==> config.mk <==
export PLATFORM = sky130hd
export DESIGN_NAME = wfc_ctrl
export DESIGN_NICKNAME = d
export VERILOG_FILES = /design/src/hw/rtl/wfc_pkg.sv /design/src/hw/rtl/wfc_ctrl.sv
export SDC_FILE = /design/constraint.sdc
export NUM_CORES = 1
export LEC_CHECK = 0
export BUFFER_PORTS_ARGS = -buffer_cell sky130_fd_sc_hd__buf_2
export CAP_MARGIN = 20
export CORE_UTILIZATION = 38
export DETAILED_ROUTE_END_ITERATION = 12
export PLACE_DENSITY = 0.85
export SLEW_MARGIN = 5
export SYNTH_ARGS = -nofsm -noshare
export SYNTH_HDL_FRONTEND = slang
export SYNTH_SLANG_ARGS = --single-unit
==> constraint.sdc <==
create_clock -name clk -period 1.3 [get_ports clk]
set_input_delay 0.13 -clock clk [delete_from_list [all_inputs] [get_ports clk]]
set_output_delay 0.13 -clock clk [all_outputs]
set_load 0.005 [all_outputs]
==> src/hw/rtl/wfc_pkg.sv <==
`timescale 1ns / 1ps
`default_nettype none
package wfc_pkg;

  localparam int DefSlots = 32;
  localparam int DefChars = 64;

  localparam logic [7:0] ChApos   = 8'h27;
  localparam logic [7:0] ChComma  = 8'h2C;
  localparam logic [7:0] ChPeriod = 8'h2E;
  localparam logic [7:0] ChSpace  = 8'h20;
  localparam logic [7:0] ChTab    = 8'h09;
  localparam logic [7:0] ChCr     = 8'h0D;
  localparam logic [7:0] ChUpA    = 8'h41;
  localparam logic [7:0] ChUpZ    = 8'h5A;
  localparam logic [7:0] ChNul    = 8'h00;

  typedef enum logic [1:0] {
    ST_COUNTED = 2'd0,
    ST_END     = 2'd1,
    ST_FULL    = 2'd2,
    ST_LONG    = 2'd3
  } status_t;

  typedef enum logic [3:0] {
    S_IDLE,
    S_LEN_RD,
    S_LEN_CK,
    S_CMP_RD,
    S_CMP_CK,
    S_MATCH,
    S_MISS,
    S_COPY_RD,
    S_COPY_WR,
    S_NEW
  } state_t;

  typedef struct packed {
    logic store_char;
    logic begin_word;
    logic emit_end;
    logic emit_long;
    logic len_rd;
    logic next_slot;
    logic j_clear;
    logic cmp_rd;
    logic next_char;
    logic match_wr;
    logic copy_wr;
    logic new_wr;
    logic emit_full;
  } wfc_cmd_t;

  typedef struct packed {
    logic is_zero;
    logic is_sep;
    logic pending;
    logic err_hold;
    logic too_long;
    logic used_zero;
    logic len_eq;
    logic len_zero;
    logic text_eq;
    logic j_last;
    logic slot_last;
    logic table_full;
  } wfc_stat_t;

  function automatic logic is_separator(input logic [7:0] c);
    return (c == ChNul) || (c == ChSpace) || ((c >= ChTab) && (c <= ChCr)) ||
           (c == ChComma) || (c == ChPeriod);
  endfunction

  function automatic logic [7:0] to_lower(input logic [7:0] c);
    return ((c >= ChUpA) && (c <= ChUpZ)) ? c + 8'd32 : c;
  endfunction

endpackage
`default_nettype wire

==> src/hw/rtl/wfc_ctrl.sv <==
`timescale 1ns / 1ps
`default_nettype none
module wfc_ctrl (
  input  wire logic               clk,
  input  wire logic               rst,
  input  wire logic               start,
  input  wire wfc_pkg::wfc_stat_t stat,
  output wfc_pkg::wfc_cmd_t       cmd,
  output logic                    busy
);
  import wfc_pkg::*;

  state_t state, state_next;

  always_ff @(posedge clk) begin
    if (rst) begin
      state <= S_IDLE;
    end else begin
      state <= state_next;
    end
  end

  assign busy = (state != S_IDLE);

  always_comb begin
    state_next = state;
    case (state)
      S_IDLE: begin
        if (start && !stat.err_hold && stat.pending && (stat.is_zero || stat.is_sep)) begin
          state_next = stat.used_zero ? S_MISS : S_LEN_RD;
        end
      end
      S_LEN_RD: state_next = S_LEN_CK;
      S_LEN_CK: begin
        if (stat.len_eq) begin
          state_next = stat.len_zero ? S_MATCH : S_CMP_RD;
        end else begin
          state_next = stat.slot_last ? S_MISS : S_LEN_RD;
        end
      end
      S_CMP_RD: state_next = S_CMP_CK;
      S_CMP_CK: begin
        if (!stat.text_eq) begin
          state_next = stat.slot_last ? S_MISS : S_LEN_RD;
        end else if (stat.j_last) begin
          state_next = S_MATCH;
        end else begin
          state_next = S_CMP_RD;
        end
      end
      S_MATCH: state_next = S_IDLE;
      S_MISS: begin
        if (stat.table_full) begin
          state_next = S_IDLE;
        end else begin
          state_next = stat.len_zero ? S_NEW : S_COPY_RD;
        end
      end
      S_COPY_RD: state_next = S_COPY_WR;
      S_COPY_WR: state_next = stat.j_last ? S_NEW : S_COPY_RD;
      S_NEW: state_next = S_IDLE;
      default: state_next = S_IDLE;
    endcase
  end

  always_comb begin
    cmd = '0;
    case (state)
      S_IDLE: begin
        if (start) begin
          if (stat.is_zero) begin
            if (!stat.err_hold && stat.pending) begin
              cmd.begin_word = 1'b1;
            end else begin
              cmd.emit_end = 1'b1;
            end
          end else if (!stat.err_hold) begin
            if (stat.is_sep) begin
              cmd.begin_word = stat.pending;
            end else if (stat.too_long) begin
              cmd.emit_long = 1'b1;
            end else begin
              cmd.store_char = 1'b1;
            end
          end
        end
      end
      S_LEN_RD: cmd.len_rd = 1'b1;
      S_LEN_CK: begin
        if (stat.len_eq) begin
          cmd.j_clear = 1'b1;
        end else begin
          cmd.next_slot = 1'b1;
        end
      end
      S_CMP_RD: cmd.cmp_rd = 1'b1;
      S_CMP_CK: begin
        if (!stat.text_eq) begin
          cmd.next_slot = 1'b1;
        end else if (!stat.j_last) begin
          cmd.next_char = 1'b1;
        end
      end
      S_MATCH: cmd.match_wr = 1'b1;
      S_MISS: begin
        if (stat.table_full) begin
          cmd.emit_full = 1'b1;
        end else begin
          cmd.j_clear = 1'b1;
        end
      end
      S_COPY_RD: cmd.cmp_rd = 1'b1;
      S_COPY_WR: begin
        cmd.copy_wr   = 1'b1;
        cmd.next_char = !stat.j_last;
      end
      S_NEW: cmd.new_wr = 1'b1;
      default: cmd = '0;
    endcase
  end

endmodule
`default_nettype wire

==> out/results.txt <==
Vertical extent of the die: 38.6 um
Total area of sequential cells: 86.3 um2
Final Max Tran Viols: 0
1st-iter DRT viols: 4
Netlist area before placement: 508 um2
Total placed cells including tap cells: 125
Total Neg Setup Slack: -1.82 ns
Port buffer count: 28
Final setup violation count: 16
Type of element launching the critical path: register
Final net count: 134
Smallest setup slack after layout: -0.253 ns
WHS: 0.178 ns
Worst min-delay path class: input pin to register
Synth unique cells: 28
Top metal layer carrying routed signals: met3
Run status: complete, but fails checks
Num ports: 29
Site Rows: 12
Most common library cell in the layout ignoring fill and taps: sky130_fd_sc_hd__buf_2
Crit-path max FO: 3
Total CTS buffers: 3
Worst flop-to-flop path startpoint: state[2]$_SDFFE_PP0P_
Largest register FFs: 4
Critical path start-end classification: register to output pin
Total half-perimeter wirelength after legalization and detailed placement: 1160 um
Switching component of the power: 0.231 mW
Routed length on met2: 958 um
Largest area contributor in the synthesized netlist: sky130_fd_sc_hd__dfxtp_1
Vias in the first global route: 591
Commonest non-fill, non-tap cells in the layout: sky130_fd_sc_hd__buf_2, sky130_fd_sc_hd__buf_6, sky130_fd_sc_hd__nor2b_1, sky130_fd_sc_hd__buf_4
Non-filler instance count after layout: 131
Normalized max-slew margin: 0.759
Number of diodes: 0
Required time worst endpoint: 1.17 ns
Clock tree from TritonCTS: done
RSZ-0062 raised after global routing: yes
Max-cap check violation count: 0
Source-to-sink clock delay at the later pin of the worst-skew pair: 0.24 ns
Share of power burned in combinational logic: 0.531
Largest regs: state: 4 flops
Internal Power: 0.420 mW
Hold path startpoint: rst
Global routing usage summed across all routing layers: 0.234
Post-synth top area share: 0.158
Remaining global-route overflow: 0
Number of hold-slack violations in the final timing report: 0
Area Overhead vs Synth: 70.7%
Initial cell density of the core: 0.434
LEAKAGE: 0.417 nW
Number of antenna violations at the first check in global routing: 0
Number of levels the H-tree was split into: 1
Buffer cell driving the clock tree root: sky130_fd_sc_hd__clkbuf_4
Violations in the final reports: negative setup slack
Routed vias/inst: 5.54
Biggest area contributors in the synthesized netlist: sky130_fd_sc_hd__dfxtp_1, sky130_fd_sc_hd__nor2b_1, sky130_fd_sc_hd__nor2_1, sky130_fd_sc_hd__nand2b_1, sky130_fd_sc_hd__nand3_1
Worst slack, placed: -0.0513 ns
Post-Route Utilization: 0.740
Placeable Area: 1170 um2
Area enclosed by the die boundary: 1490 um2
Met3 wire len: 80 um
Maximum achievable frequency: 644 MHz
Final Routed Wirelength: 1730 um
Final critical path time including I/O delays and setup: 1.55 ns
Final period util: 1.19
Total DRC errors in the routed layout: 0
Final weighted congestion in routability-driven placement: 0.883
Count of mapped cells out of synthesis: 78
Peak supply drop: 736 uV
Fraction of power consumed by the clock network: 0.239
Sinks on Clock Net: 4
CP endpoint kind: output pin
Sequential cell area fraction in the yosys report: 0.158
Average routed wire per standard cell: 13.2 um
Fraction of layout cells with a size suffix above 1: 0.538
Slew of the pin with the lowest slew margin: 0.357 ns
Via Count: 726
First element of the critical path: state[2]$_SDFFE_PP0P_
Average footprint of a synthesized cell: 6.51 um2
Sw frac: 0.354
Part of the power in registers: 0.230
Clock Pin Slew Worst Setup and Hold Paths: 0.04 ns
Clock tree buffer depth: 2
Overall die width: 38.6 um
Number of warnings reported in the yosys synthesis log: 0
Filler cell count in the final layout: 100
Net count after synthesis: 93
Routed metal-1 wirelength: 687 um
Number of detailed-route iterations in the first pass: 2
Largest reg by FF count: state
Arrival time worst endpoint: 1.42 ns
Number of nets with antenna violations after routing: 0
Worst-case clock skew: 0.00582 ns
Pin count of the biggest net entering global routing: 14
Count of state elements after synthesis: 4
Global-route wire length before repair: 2430 um
PwrDens: 750 nW/um2
Multi-input logic area: 462 um2
-- stage by stage --
| step | instance area (um2) | power (mW) |
|---|---|---|
| floorplan | 508 | 0.298 |
| global placement | 718 | 0.407 |
| detailed placement | 718 | 0.415 |
| CTS | 816 | 0.608 |
| global route | 867 | 0.701 |
| finish | 867 | 0.650 |
-- cells in the mapped netlist --
cell type and instances:
sky130_fd_sc_hd__a211o_1 1, sky130_fd_sc_hd__a211oi_1 1, sky130_fd_sc_hd__a21boi_0 1, sky130_fd_sc_hd__a21oi_1 3
sky130_fd_sc_hd__a31o_1 1, sky130_fd_sc_hd__a31oi_1 3, sky130_fd_sc_hd__a32oi_1 1, sky130_fd_sc_hd__and2_1 1
sky130_fd_sc_hd__and3_1 1, sky130_fd_sc_hd__buf_2 3, sky130_fd_sc_hd__clkbuf_1 2, sky130_fd_sc_hd__dfxtp_1 4
sky130_fd_sc_hd__inv_1 4, sky130_fd_sc_hd__mux2i_1 2, sky130_fd_sc_hd__nand2_1 5, sky130_fd_sc_hd__nand2b_1 4
sky130_fd_sc_hd__nand3_1 5, sky130_fd_sc_hd__nand4b_2 1, sky130_fd_sc_hd__nor2_1 9, sky130_fd_sc_hd__nor2b_1 7
sky130_fd_sc_hd__nor2b_2 1, sky130_fd_sc_hd__nor3_1 4, sky130_fd_sc_hd__nor3b_1 3, sky130_fd_sc_hd__nor4_1 2
sky130_fd_sc_hd__o211ai_1 2, sky130_fd_sc_hd__o21ai_0 5, sky130_fd_sc_hd__or2_2 1, sky130_fd_sc_hd__or4_4 1
-- worst max-delay path, cell delays in order (launching register included) --
cell                      delay, ns
sky130_fd_sc_hd__dfxtp_2       0.33
sky130_fd_sc_hd__or4_4         0.54
sky130_fd_sc_hd__buf_6         0.14
sky130_fd_sc_hd__nor2_4        0.07
sky130_fd_sc_hd__buf_2         0.11
-- cell families (layout without fill, tap and decap cells) --
| family | Yosys count | after routing | synth area share |
|---|---|---|---|
| flip-flops | 4 | 4 | 0.158 |
| multiplexers | 2 | 2 | 0.0394 |
| AND/OR/NAND/NOR | 45 | 45 | 0.502 |
| buffers and inverters | 9 | 48 | 0.0739 |
| AO/OA/AOI/OAI | 18 | 18 | 0.227 |
-- path summary, 6_finish.rpt --
path                                               to  slack (ns)  cells past startpoint
worst max-delay path                          cmd[11]       -0.25                      4
worst min-delay path            state[3]$_SDFFE_PP0P_        0.18                      3
worst max register to register  state[2]$_SDFFE_PP0P_       -0.09                      4
worst min register to register  state[2]$_SDFFE_PP0P_        0.57                      2
-- power groups by stage --
| stage | logic, mW | registers, mW | clock network [mW] |
|---|---|---|---|
| 2_1_floorplan | 0.158 | 0.140 | 0 |
| 3_3_place_gp | 0.262 | 0.145 | 0 |
| 3_5_place_dp | 0.269 | 0.146 | 0 |
| 4_1_cts | 0.305 | 0.148 | 0.156 |
| 5_1_grt | 0.375 | 0.149 | 0.176 |
| 6_report | 0.345 | 0.150 | 0.155 |
-- routing by layer --
metal  up-vias  GRT usage
met5         -          0
met4         0          0
met3         0     0.0698
met2        29      0.475
met1       338      0.243
li1        359          -
-- timing repair --
item / 4_1_cts / 5_1_grt
hold buffers: 0 / 0
pin swaps: 3 / 5
setup endpoints to repair: 16 / 16
gates resized for setup: 16 / 10
setup buffers: 2 / 1
-- cell type report --
cell class,instances,share of cell area
multi-input combinational,65,0.532
clock buffer,3,0.0260
tap,14,0.0202
sequential,4,0.0996
timing repair buffer,41,0.304
inverter,4,0.0173
Power figures use the tool's default switching activity.
